<file path="config.mk">
export PLATFORM = sky130hd
export DESIGN_NAME = clear_normalized_rgb_to_hsl
export DESIGN_NICKNAME = d
export VERILOG_FILES = /design/src/cnh_pkg.sv /design/src/cnh_div.sv /design/src/cnh_prep.sv /design/src/cnh_skid.sv /design/src/clear_normalized_rgb_to_hsl.sv
export SDC_FILE = /design/constraint.sdc
export NUM_CORES = 2
export LEC_CHECK = 0
export BUFFER_PORTS_ARGS = -buffer_cell sky130_fd_sc_hd__buf_2
export CORE_ASPECT_RATIO = 1.1
export CORE_UTILIZATION = 60
export CTS_CLUSTER_DIAMETER = 100
export CTS_CLUSTER_SIZE = 40
export DETAILED_ROUTE_END_ITERATION = 12
export HOLD_SLACK_MARGIN = 0.08
export PLACE_DENSITY = 0.76
export SYNTH_ARGS = -nofsm -noshare
export SYNTH_HDL_FRONTEND = slang
export SYNTH_HIERARCHICAL = 1
export SYNTH_SLANG_ARGS = --single-unit
</file>
<file path="constraint.sdc">
create_clock -name clk -period 29.9 [get_ports clk]
set_clock_uncertainty 0.05 [all_clocks]
set_input_delay 8.97 -clock clk [delete_from_list [all_inputs] [get_ports clk]]
set_output_delay 8.97 -clock clk [all_outputs]
set_load 0.005 [all_outputs]
</file>
<file path="src/cnh_pkg.sv">
// ----------------------------------------------------------------------------
// rgb to hsl package
// item types, widths and constants shared by the conversion pipeline
// ----------------------------------------------------------------------------
package cnh_pkg;

  localparam int COUNT_BITS   = 16;
  localparam int FIELD_BITS   = 16;
  localparam int PCT_BITS     = 7;
  localparam int HUE_BITS     = 9;
  localparam int SUM_BITS     = PCT_BITS + 1;
  localparam int HUE_NUM_BITS = 13;
  localparam int SAT_NUM_BITS = 14;

  // pipelined divider: saturating quotient, two restoring steps a stage after the first
  localparam int DIV_Q_BITS   = PCT_BITS;
  localparam int DIV_DEN_BITS = COUNT_BITS;
  localparam int DIV_NUM_BITS = COUNT_BITS + DIV_Q_BITS;
  localparam int DIV_STAGES   = (DIV_Q_BITS + 1) / 2;

  localparam logic [PCT_BITS-1:0]     PCT_FULL      = 7'd100;
  localparam logic [PCT_BITS-1:0]     LIGHT_SPLIT   = 7'd50;
  localparam logic [SUM_BITS-1:0]     SUM_FULL      = 8'd200;
  localparam logic [HUE_NUM_BITS-1:0] SECTOR_DEG    = 13'd60;
  localparam logic [HUE_BITS-1:0]     HUE_GREEN_DEG = 9'd120;
  localparam logic [HUE_BITS-1:0]     HUE_BLUE_DEG  = 9'd240;
  localparam logic [HUE_BITS-1:0]     HUE_WRAP_DEG  = 9'd360;

  typedef enum logic [1:0] {
    MAX_RED   = 2'd0,
    MAX_GREEN = 2'd1,
    MAX_BLUE  = 2'd2
  } max_sel_t;

  typedef struct packed {
    logic [FIELD_BITS-1:0] red_count;
    logic [FIELD_BITS-1:0] green_count;
    logic [FIELD_BITS-1:0] blue_count;
    logic [FIELD_BITS-1:0] clear_count;
  } sample_t;

  typedef struct packed {
    logic [HUE_BITS-1:0] hue_degrees;
    logic [PCT_BITS-1:0] saturation_pct;
    logic [PCT_BITS-1:0] lightness_pct;
    logic                clear_zero;
  } result_t;

  // saturated quotients from the percent dividers
  typedef struct packed {
    logic [PCT_BITS-1:0] red;
    logic [PCT_BITS-1:0] green;
    logic [PCT_BITS-1:0] blue;
    logic                clear_zero;
  } pct_t;

  // operands and flags for the hue and saturation divides
  typedef struct packed {
    logic                    clear_zero;
    logic                    gray;
    max_sel_t                max_sel;
    logic                    hue_neg;
    logic [HUE_NUM_BITS-1:0] hue_num;
    logic [PCT_BITS-1:0]     hue_den;
    logic [SAT_NUM_BITS-1:0] sat_num;
    logic [SUM_BITS-1:0]     sat_den;
    logic                    sat_den_zero;
    logic [PCT_BITS-1:0]     light;
  } prep_t;

endpackage

</file>
<file path="src/cnh_div.sv">
// ----------------------------------------------------------------------------
// pipelined saturating divider
// restoring division, two quotient bits per stage after the first, quotient clipped to all ones
// ----------------------------------------------------------------------------
module cnh_div (
  input  logic                               clk,
  input  logic                               advance,
  input  logic [cnh_pkg::DIV_NUM_BITS-1:0]   num,
  input  logic [cnh_pkg::DIV_DEN_BITS-1:0]   den,
  output logic [cnh_pkg::DIV_Q_BITS-1:0]     quo
);
  import cnh_pkg::*;

  typedef struct packed {
    logic [DIV_NUM_BITS-1:0] rem;
    logic [DIV_DEN_BITS-1:0] den;
    logic [DIV_Q_BITS-1:0]   quo;
    logic                    sat;
  } div_state_t;

  function automatic div_state_t div_step(div_state_t st, int k);
    div_state_t              res;
    logic [DIV_NUM_BITS-1:0] shifted;
    res     = st;
    shifted = {{(DIV_NUM_BITS-DIV_DEN_BITS){1'b0}}, st.den} << k;
    if (st.rem >= shifted) begin
      res.rem    = st.rem - shifted;
      res.quo[k] = 1'b1;
    end
    return res;
  endfunction

  div_state_t stage      [DIV_STAGES];
  div_state_t stage_next [DIV_STAGES];

  always_comb begin
    div_state_t head;
    head.rem = num;
    head.den = den;
    head.quo = '0;
    // quotient would not fit: clip at the end
    head.sat = (num[DIV_NUM_BITS-1:DIV_Q_BITS] >= den);
    stage_next[0] = div_step(head, DIV_Q_BITS - 1);
    for (int s = 1; s < DIV_STAGES; s++) begin
      stage_next[s] = div_step(div_step(stage[s-1], DIV_Q_BITS - 2*s),
                               DIV_Q_BITS - 1 - 2*s);
    end
  end

  always_ff @(posedge clk) begin
    if (advance) begin
      stage <= stage_next;
    end
  end

  assign quo = stage[DIV_STAGES-1].sat ? '1 : stage[DIV_STAGES-1].quo;

endmodule

</file>
<file path="src/cnh_prep.sv">
// ----------------------------------------------------------------------------
// hsl operand preparation
// two stages: clamp and max/min pick, then lightness and divide operands
// ----------------------------------------------------------------------------
module cnh_prep (
  input  logic           clk,
  input  logic           rst,
  input  logic           advance,
  input  logic           pct_valid,
  input  cnh_pkg::pct_t  pct,
  output logic           prep_valid,
  output cnh_pkg::prep_t prep
);
  import cnh_pkg::*;

  logic                valid_a;
  logic [PCT_BITS-1:0] red_a, green_a, blue_a, max_a, min_a;
  max_sel_t            sel_a;
  logic                clear_zero_a;

  logic [PCT_BITS-1:0] red_c, green_c, blue_c;
  logic [PCT_BITS-1:0] max_next, min_next;
  max_sel_t            sel_next;
  prep_t               prep_next;

  logic [PCT_BITS-1:0] dif, op_x, op_y, mag;
  logic [SUM_BITS-1:0] sum;

  // stage a: clamp to full scale, pick max and min
  always_comb begin
    red_c   = (pct.red   > PCT_FULL) ? PCT_FULL : pct.red;
    green_c = (pct.green > PCT_FULL) ? PCT_FULL : pct.green;
    blue_c  = (pct.blue  > PCT_FULL) ? PCT_FULL : pct.blue;

    // ties go to red, then green
    if (red_c >= green_c && red_c >= blue_c) begin
      sel_next = MAX_RED;
      max_next = red_c;
    end else if (green_c >= blue_c) begin
      sel_next = MAX_GREEN;
      max_next = green_c;
    end else begin
      sel_next = MAX_BLUE;
      max_next = blue_c;
    end

    min_next = red_c;
    if (green_c < min_next) min_next = green_c;
    if (blue_c < min_next) min_next = blue_c;
  end

  always_ff @(posedge clk) begin
    if (rst) begin
      valid_a <= 1'b0;
    end else if (advance) begin
      valid_a <= pct_valid;
    end
  end

  always_ff @(posedge clk) begin
    if (advance) begin
      red_a        <= red_c;
      green_a      <= green_c;
      blue_a       <= blue_c;
      max_a        <= max_next;
      min_a        <= min_next;
      sel_a        <= sel_next;
      clear_zero_a <= pct.clear_zero;
    end
  end

  // stage b: sector difference, lightness and saturation denominator
  always_comb begin
    dif = max_a - min_a;
    sum = SUM_BITS'(max_a) + SUM_BITS'(min_a);

    case (sel_a)
      MAX_RED: begin
        op_x = green_a;
        op_y = blue_a;
      end
      MAX_GREEN: begin
        op_x = blue_a;
        op_y = red_a;
      end
      MAX_BLUE: begin
        op_x = red_a;
        op_y = green_a;
      end
      default: begin
        op_x = '0;
        op_y = '0;
      end
    endcase
    mag = (op_x < op_y) ? (op_y - op_x) : (op_x - op_y);

    prep_next.clear_zero = clear_zero_a;
    prep_next.gray       = (dif == '0);
    prep_next.max_sel    = sel_a;
    prep_next.hue_neg    = (op_x < op_y);
    prep_next.hue_num    = HUE_NUM_BITS'(mag) * SECTOR_DEG;
    prep_next.hue_den    = dif;
    prep_next.sat_num    = SAT_NUM_BITS'(dif) * SAT_NUM_BITS'(PCT_FULL);
    prep_next.light      = sum[SUM_BITS-1:1];
    if (sum[SUM_BITS-1:1] <= LIGHT_SPLIT) begin
      prep_next.sat_den = sum;
    end else begin
      prep_next.sat_den = SUM_FULL - sum;
    end
    prep_next.sat_den_zero = (prep_next.sat_den == '0);
  end

  always_ff @(posedge clk) begin
    if (rst) begin
      prep_valid <= 1'b0;
    end else if (advance) begin
      prep_valid <= valid_a;
    end
  end

  always_ff @(posedge clk) begin
    if (advance) begin
      prep <= prep_next;
    end
  end

endmodule

</file>
<file path="src/cnh_skid.sv">
// ----------------------------------------------------------------------------
// output register with skid stage
// holds one result for the receiver and one more, so the pipeline
// stall depends on a register only
// ----------------------------------------------------------------------------
module cnh_skid (
  input  logic             clk,
  input  logic             rst,
  input  logic             push,
  input  cnh_pkg::result_t push_item,
  output logic             advance,
  output logic             result_valid,
  input  logic             result_ready,
  output cnh_pkg::result_t result
);
  import cnh_pkg::*;

  logic    skid_full;
  result_t skid;

  // pipeline moves while the skid slot is free
  assign advance = !skid_full;

  always_ff @(posedge clk) begin
    if (rst) begin
      result_valid <= 1'b0;
      skid_full    <= 1'b0;
    end else if (result_valid && !result_ready) begin
      if (push) begin
        skid_full <= 1'b1;
      end
    end else if (skid_full) begin
      result_valid <= 1'b1;
      skid_full    <= 1'b0;
    end else begin
      result_valid <= push;
    end
  end

  always_ff @(posedge clk) begin
    if (result_valid && !result_ready) begin
      if (push) begin
        skid <= push_item;
      end
    end else if (skid_full) begin
      result <= skid;
    end else if (push) begin
      result <= push_item;
    end
  end

endmodule

</file>
<file path="src/clear_normalized_rgb_to_hsl.sv">
// ----------------------------------------------------------------------------
// clear normalised rgb to hsl converter
// One raw colour sample (red, green, blue, clear counts) enters on the sample
// channel; one hue/saturation/lightness result leaves on the result channel.
// Both channels are valid/ready; a transfer happens when valid and ready are
// high at a rising edge of clk.
// Each colour is scaled to percent of clear and clamped to 100; a zero clear
// count gives clear_zero with all other fields zero.
// Throughput: one sample per cycle while sample_ready is high. The pipeline
// is twelve registers deep: an input stage, a four-stage percent divider,
// two preparation stages, a four-stage hue and saturation divider and the
// output register.
// A stalled receiver fills the output register and then one skid entry;
// sample_ready then drops until the receiver takes the held result.
// Reset (rst, synchronous) empties every stage and the output; sample_ready
// is high from the first cycle after reset.
// ----------------------------------------------------------------------------
module clear_normalized_rgb_to_hsl (
  input  logic             clk,
  input  logic             rst,
  input  logic             sample_valid,
  output logic             sample_ready,
  input  cnh_pkg::sample_t sample,
  output logic             result_valid,
  input  logic             result_ready,
  output cnh_pkg::result_t result
);
  import cnh_pkg::*;

  logic advance;

  // input stage: numerators for the percent divides
  logic                    in_valid;
  logic [DIV_NUM_BITS-1:0] num_red, num_green, num_blue;
  logic [DIV_DEN_BITS-1:0] clear_den;
  logic                    in_clear_zero;

  logic [DIV_Q_BITS-1:0]   q_red, q_green, q_blue;
  logic [DIV_STAGES-1:0]   pct_valid_line;
  logic [DIV_STAGES-1:0]   clear_zero_line;
  pct_t                    pct;

  logic                    prep_valid;
  prep_t                   prep;

  logic [DIV_STAGES-1:0]   hsl_valid_line;
  prep_t                   side_line [DIV_STAGES];
  logic [DIV_Q_BITS-1:0]   q_hue, q_sat;

  prep_t                   side;
  logic [HUE_BITS-1:0]     hue_base;
  result_t                 push_item;

  assign sample_ready = advance;

  always_ff @(posedge clk) begin
    if (rst) begin
      in_valid <= 1'b0;
    end else if (advance) begin
      in_valid <= sample_valid;
    end
  end

  always_ff @(posedge clk) begin
    if (advance) begin
      num_red       <= DIV_NUM_BITS'(sample.red_count[COUNT_BITS-1:0]) *
                       DIV_NUM_BITS'(PCT_FULL);
      num_green     <= DIV_NUM_BITS'(sample.green_count[COUNT_BITS-1:0]) *
                       DIV_NUM_BITS'(PCT_FULL);
      num_blue      <= DIV_NUM_BITS'(sample.blue_count[COUNT_BITS-1:0]) *
                       DIV_NUM_BITS'(PCT_FULL);
      clear_den     <= sample.clear_count[COUNT_BITS-1:0];
      in_clear_zero <= (sample.clear_count[COUNT_BITS-1:0] == '0);
    end
  end

  cnh_div u_div_red (
    .clk     (clk),
    .advance (advance),
    .num     (num_red),
    .den     (clear_den),
    .quo     (q_red)
  );

  cnh_div u_div_green (
    .clk     (clk),
    .advance (advance),
    .num     (num_green),
    .den     (clear_den),
    .quo     (q_green)
  );

  cnh_div u_div_blue (
    .clk     (clk),
    .advance (advance),
    .num     (num_blue),
    .den     (clear_den),
    .quo     (q_blue)
  );

  // valid and zero-clear flag ride alongside the percent divider
  always_ff @(posedge clk) begin
    if (rst) begin
      pct_valid_line <= '0;
    end else if (advance) begin
      pct_valid_line <= {pct_valid_line[DIV_STAGES-2:0], in_valid};
    end
  end

  always_ff @(posedge clk) begin
    if (advance) begin
      clear_zero_line <= {clear_zero_line[DIV_STAGES-2:0], in_clear_zero};
    end
  end

  assign pct.red        = q_red;
  assign pct.green      = q_green;
  assign pct.blue       = q_blue;
  assign pct.clear_zero = clear_zero_line[DIV_STAGES-1];

  cnh_prep u_prep (
    .clk        (clk),
    .rst        (rst),
    .advance    (advance),
    .pct_valid  (pct_valid_line[DIV_STAGES-1]),
    .pct        (pct),
    .prep_valid (prep_valid),
    .prep       (prep)
  );

  cnh_div u_div_hue (
    .clk     (clk),
    .advance (advance),
    .num     (DIV_NUM_BITS'(prep.hue_num)),
    .den     (DIV_DEN_BITS'(prep.hue_den)),
    .quo     (q_hue)
  );

  cnh_div u_div_sat (
    .clk     (clk),
    .advance (advance),
    .num     (DIV_NUM_BITS'(prep.sat_num)),
    .den     (DIV_DEN_BITS'(prep.sat_den)),
    .quo     (q_sat)
  );

  always_ff @(posedge clk) begin
    if (rst) begin
      hsl_valid_line <= '0;
    end else if (advance) begin
      hsl_valid_line <= {hsl_valid_line[DIV_STAGES-2:0], prep_valid};
    end
  end

  always_ff @(posedge clk) begin
    if (advance) begin
      side_line[0] <= prep;
      for (int i = 1; i < DIV_STAGES; i++) begin
        side_line[i] <= side_line[i-1];
      end
    end
  end

  // final assembly: sector offset, clamps and special cases
  always_comb begin
    side = side_line[DIV_STAGES-1];

    case (side.max_sel)
      MAX_RED:   hue_base = side.hue_neg ? HUE_WRAP_DEG : '0;
      MAX_GREEN: hue_base = HUE_GREEN_DEG;
      MAX_BLUE:  hue_base = HUE_BLUE_DEG;
      default:   hue_base = '0;
    endcase

    push_item.clear_zero    = 1'b0;
    push_item.lightness_pct = side.light;
    if (side.hue_neg) begin
      push_item.hue_degrees = hue_base - HUE_BITS'(q_hue);
    end else begin
      push_item.hue_degrees = hue_base + HUE_BITS'(q_hue);
    end
    if (side.sat_den_zero) begin
      push_item.saturation_pct = '0;
    end else begin
      push_item.saturation_pct = (q_sat > PCT_FULL) ? PCT_FULL : q_sat;
    end

    if (side.clear_zero) begin
      push_item.hue_degrees    = '0;
      push_item.saturation_pct = '0;
      push_item.lightness_pct  = '0;
      push_item.clear_zero     = 1'b1;
    end else if (side.gray) begin
      push_item.hue_degrees    = '0;
      push_item.saturation_pct = '0;
    end
  end

  cnh_skid u_skid (
    .clk          (clk),
    .rst          (rst),
    .push         (advance && hsl_valid_line[DIV_STAGES-1]),
    .push_item    (push_item),
    .advance      (advance),
    .result_valid (result_valid),
    .result_ready (result_ready),
    .result       (result)
  );

endmodule

</file>
# Yosys cells after proc, flatten, opt, wreduce, memory -nomap -nowiden
# Memories as Yosys holds them, arrays and structs flattened.
# Cells that the tools add are included.
dict set report word_totals {
  ff_bits 755
  ramBits 220
  inputBits 68
  output_inout_bits 26
  mem_count 1
}
# memory depth width read_ports rd_ports_with_merged_regs wr line_no
set mem_list {}
lappend mem_list {side_line 4 55 4 0 4 clear_normalized_rgb_to_hsl.sv:47} ;# prep_t side_line [DIV_STAGES];
dict set report op_classes {
  addsub 37
  n_mul 5
  n_lt_le_gt_ge 51
  n_eq_ne 4
  n_mux 64
  n_bitwise 1
  n_reduce_logical 14
}
# operator n
set ops {}
lappend ops {{$mux W23} 28}
lappend ops {{$mux W7} 15}
lappend ops {{$ge A23 B16 Y1} 3}
lappend ops {{$ge A23 B17 Y1} 3}
lappend ops {{$ge A23 B18 Y1} 3}
lappend ops {{$ge A23 B19 Y1} 3}
lappend ops {{$ge A23 B20 Y1} 3}
lappend ops {{$ge A23 B21 Y1} 3}
lappend ops {{$ge A23 B22 Y1} 3}
lappend ops {{$sub A23 B17 Y23} 3}
lappend ops {{$sub A23 B18 Y23} 3}
lappend ops {{$sub A23 B19 Y23} 3}
lappend ops {{$sub A23 B20 Y23} 3}
lappend ops {{$sub A23 B21 Y23} 3}
lappend ops {{$sub A23 B22 Y23} 3}
lappend ops {{$mul A16 B5 Y21 const B} 3}
lappend ops {{$ge A16 B16 Y1} 3}
lappend ops {{$mux W24} 2}
lappend ops {{$ge A23 B10 Y1} 2}
lappend ops {{$ge A23 B11 Y1} 2}
lappend ops {{$ge A23 B12 Y1} 2}
lappend ops {{$ge A23 B8 Y1} 2}
lappend ops {{$ge A23 B9 Y1} 2}
lappend ops {{$sub A23 B10 Y23} 2}
lappend ops {{45 further kinds} 74}

# Depth between registers and ports, before layout
# An unclocked memory read counts as a cell.
dict set report logic_depth {
  depth_word 9
  mapped_depth 28
  mapped_depth_nobuf 26
}

# By module
# The synthesis kept the hierarchy.
# module n_inst cells_per_inst area_per_inst_um2 seq_area_each_um2
set by_module_without_submodules {}
lappend by_module_without_submodules {{cnh_div at u_div_green ...} 2 1123 11004.3 4113.9}
lappend by_module_without_submodules {{cnh_div at u_div_sat} 1 1170 11368.4 4113.9}
lappend by_module_without_submodules {{cnh_div at u_div_red} 1 1162 11317.1 4113.9}
lappend by_module_without_submodules {{cnh_div at u_div_blue} 1 1143 11277.1 4113.9}
lappend by_module_without_submodules {clear_normalized_rgb_to_hsl 1 787 9557.9 4264.1}
lappend by_module_without_submodules {cnh_prep 1 602 6577.6 2592.5}
lappend by_module_without_submodules {cnh_skid 1 85 1909.3 1481.4}

# Worst setup path after synthesis
# No wires, ideal clock.
dict set report synth_path {
  path_type {register to output}
  from {register u_skid.skid_full}
  to {output sample_ready}
  t_arrival_ps 18075
  setup_slack_ps 2805
  path_stages_with_launch 4
  path_buffers 2
  cell_sequence {dfxtp_1 buf_6 buf_12 inv_1}
}
dict set report synth_between {
  elab_chain_cells 1
}
# element line_no
set synth_lines {}
lappend synth_lines {{start: declaration} cnh_skid.sv:18} ;# logic skid_full;
lappend synth_lines {{start signal: assignment} cnh_skid.sv:27} ;# skid_full <= 1'b0;
lappend synth_lines {{start signal: assignment} cnh_skid.sv:30} ;# skid_full <= 1'b1;
lappend synth_lines {{start signal: assignment} cnh_skid.sv:34} ;# skid_full <= 1'b0;
lappend synth_lines {{$logic_not A1 Y1} cnh_skid.sv:22} ;# assign advance = !skid_full;
lappend synth_lines {{end: declaration} clear_normalized_rgb_to_hsl.sv:22} ;# output logic sample_ready,
# No other way between the ends.

# Worst setup path in the final report
dict set report layout_path {
  from {input sample[50] (netlist name)}
  to {register num_red[22] (data pin)}
}
dict set report layout_between {
  elab_chain_cells 1
}
# element line_no
set layout_lines {}
lappend layout_lines {{start: declaration} clear_normalized_rgb_to_hsl.sv:23} ;# input cnh_pkg::sample_t sample,
lappend layout_lines {{$mul A16 B5 Y21} clear_normalized_rgb_to_hsl.sv:66} ;# num_red <= DIV_NUM_BITS'(sample.red_count[COUNT_BITS-1:0]) *
lappend layout_lines {{end signal: assignment} clear_normalized_rgb_to_hsl.sv:66}
lappend layout_lines {{end: declaration} clear_normalized_rgb_to_hsl.sv:34} ;# logic [DIV_NUM_BITS-1:0] num_red, num_green, num_blue;
# No other way between the ends.
# A chain may end at the register's enable or synchronous reset.

==> impl_results.md <==
- Hpwl dp: 121 mm
- Starting Density: 0.607
- Largest net degree at the start of global routing: 208
- R2R Setup Slk: 23.36 ns
- Area of the multi-input gates: roughly 42000 um2
- PostCTS Resize Cnt: 0
- CTS root buffer: clkbuf_16
- Critical Path Source: sample[50]
- Largest family of logic cells by synthesized area: adder cells
- First-pass DRT Iterations: 5
- Share of layout cells above drive strength 1: 0.0842
- Critical Path RT: roughly 30 ns
- Tcrit/Tclk final: 0.394
- Synth Area in Compound Gates: 0.159
- Multiplexer share of the synthesized area: 0.0511
- Avg Vias per Cell: approximately 5.9
- Gate Count Post-Synth: 7195
- Max-slew headroom: 0.213
- R2R cell count: 18
- RSZ-0062 raised after global routing: false
- Ys flop type: edfxtp_1
- Reg2reg end: u_div_red/stage[127]
- Antenna violations before repair: 6
- Core Rows: roughly 130
- Clk Latency, worst-skew pair: 0.68 ns
- Post-synth EDFFs: 954
- Critical Path Sink: num_red[22]
- Number of synthesis warnings: 6
- Worst slew pin tran: 1.18 ns
- Mapped Avg Cell Area: 10.3 um2
- Final period demand of the worst path: 11.77 ns
- Synth Register Bits: slightly below 1k
- F_max: 0.0850 GHz
- Vias in the first global route: 52.4k
- PortBufs: 93
- Hold Path Class: flip-flop to flip-flop
- WP data arrival: 12.17 ns
- Status: complete, no violations
- DRT iter0 DRCs: 2661
- Post-CTS Setup Inserts: 0
- Register area share after synthesis: 0.391
- Top Ports: 94
- Total GRT Usage: 0.243
- Maxcap violations: 0
- Simple logic cell fraction of the synthesized area: 0.123
- Setup_tns: 0 ns
- Ys async rst share: 0
- Vias: between 50k and 60k
- Area of the core: 122000 um2
- Post-synthesis cell type count: 138
- Startpoint Class: input pin
- CTS Buffer Depth: 3
- Final #Nets: 8390
- Max H-tree Level: 2
- Die H: 370 um
- Crit path kind: input pin to flip-flop
- Cell area after synthesis: approximately 74000 um2
- Clk sinks: around 970
- CTS tree: yes
- First-pass GRT wire length: between 200 and 300 mm
- Fin. max-slew vios: 0
- CTS Hold Bufs: 0
- Routed len/inst: 16.9 um
- Cts bufs inserted: 40
- Filler cells: 9659
- Worst r2r src: u_div_red/stage[149]
- Synth Area in Adders: 0.174
- Grt ovf: 0
- Die area: 125000 um2
- Synth Area in XOR/XNOR: 0.0568
- Routed Antenna Nets: 0
- Clock transition at path regs: roughly 0.13 ns
- CP Capture Type: flip-flop
- Final WL: 153 mm
- Drt drc: 0
- Synthesis-to-finish area growth: 5.52%
- Seq. cell area: just under 30000 um2
- RD Place Congestion: 0.947
- Setup violations, final: 0
- CP Max Fanout: 4
- WHS: between 0.3 and 0.4 ns
- Die width: approximately 340 um
- Hold Fails Final Rpt: 0
==> routing by layer <==
metal / share of wire / track usage / routed length (um)
met5: 0.000085 / 0 / 13
met4: 0.037 / 0.0900 / 5680
met3: 0.030 / 0.0195 / 4540
met2: 0.51 / 0.453 / 77700
met1: 0.42 / 0.288 / 64600
==> cell usage in the layout, fill, tap and decap left out, types with 187 or more instances in the layout <==
master / count
ha_1: 905
mux2_2: 187
o21ai_0: 349
nand2_1: 330
edfxtp_1: 954
xnor2_1: 330
inv_1: 714
a21oi_1: 630
a21o_1: 226
nor2_1: 499
==> worst max-delay path, stage by stage <==
cell and delay (ns):
buf_2 0.12, ha_1 0.30, ha_1 0.33, fa_1 0.47, ha_1 0.37, nor2b_1 0.22
o2111ai_1 0.22, a41oi_1 0.26, nor2_1 0.13, o41ai_1 0.45, a31oi_1 0.19, xnor2_1 0.15
==> sequential cells by signal, summed over array words and instances (netlist names), 16 cells and up <==
| register | flops |
|---|---|
| u_div_red/stage | 137 |
| u_div_sat/stage | 137 |
| u_div_blue/stage | 137 |
| num_red | 21 |
| num_blue | 21 |
| u_skid/skid | 24 |
| u_div_green/stage | 137 |
| num_green | 21 |
| u_div_hue/stage | 137 |
| u_prep/prep | 47 |
| side_line | 52 |
| u_skid/result | 24 |
| clear_den | 16 |
==> cell type report <==
| type | instances | area share |
|---|---|---|
| Antenna cell | 5 | 0.000160 |
| Sequential cell | 967 | 0.370 |
| Clock inverter | 28 | 0.00708 |
| Clock buffer | 41 | 0.0129 |
| Inverter | 719 | 0.0347 |
| Timing Repair Buffer | 125 | 0.00920 |
| Tap cell | 1632 | 0.0261 |
| Multi-Input combinational cell | 5487 | 0.540 |
==> cell usage after synthesis (50+ instances only) <==
library cell	number	area (um2)
nand3_1	123	616
a211oi_1	55	413
o21ai_0	349	1750
and3_1	50	313
fa_1	77	1540
nor2_1	499	1870
or2_2	83	519
o21bai_1	70	526
clkbuf_1	73	274
edfxtp_1	954	28600
o21a_1	89	668
a21o_1	226	1700
nor3_1	117	586
a21oi_1	631	3160
inv_1	715	2680
xor2_1	147	1290
nand2_1	330	1240
nand2b_1	96	601
nand4_1	91	569
nor2b_1	127	795
a31oi_1	53	332
ha_1	905	11300
mux2i_1	81	811
mux2_2	187	2110
xnor2_1	330	2890
==> how the worst min path moves through the flow <==
stage	cells after the start	from	endpoint
global route	0	u_div_sat/stage[94]	u_div_sat/stage[47]
global placement	0	u_prep/prep[4]	side_line[0][4]
detailed placement	0	in_clear_zero	clear_zero_line[0]
CTS	0	u_div_red/stage[54]	u_div_red/stage[7]
finish	0	u_div_hue/stage[100]	u_div_hue/stage[53]
floorplan	0	in_clear_zero	clear_zero_line[0]
==> per-stage QoR <==
step | utilization | std cells | instance area [um2] | setup WS, ns
after global placement | 0.628 | 8930 | 76500 | 17.63
after CTS | 0.641 | 8999 | 78100 | 18.25
after detailed placement | 0.628 | 8930 | 76500 | 17.52
final | 0.641 | 9004 | 78100 | 18.13
after floorplan | - | 7302 | 74400 | 2.80
after global routing | 0.641 | 9004 | 78100 | 18.01
==> cells by family after synthesis <==
family                   Yosys count
other                              2
flip-flops                       967
multiplexers                     330
buffers and inverters            848
XOR/XNOR                         478
AND/OR/NAND/NOR                 1766
AO/OA/AOI/OAI                   1822
adder cells (fa/ha/maj)          982
Power is not shown: default switching activity piles up to over one toggle a cycle in this logic, so the estimate is an artifact.
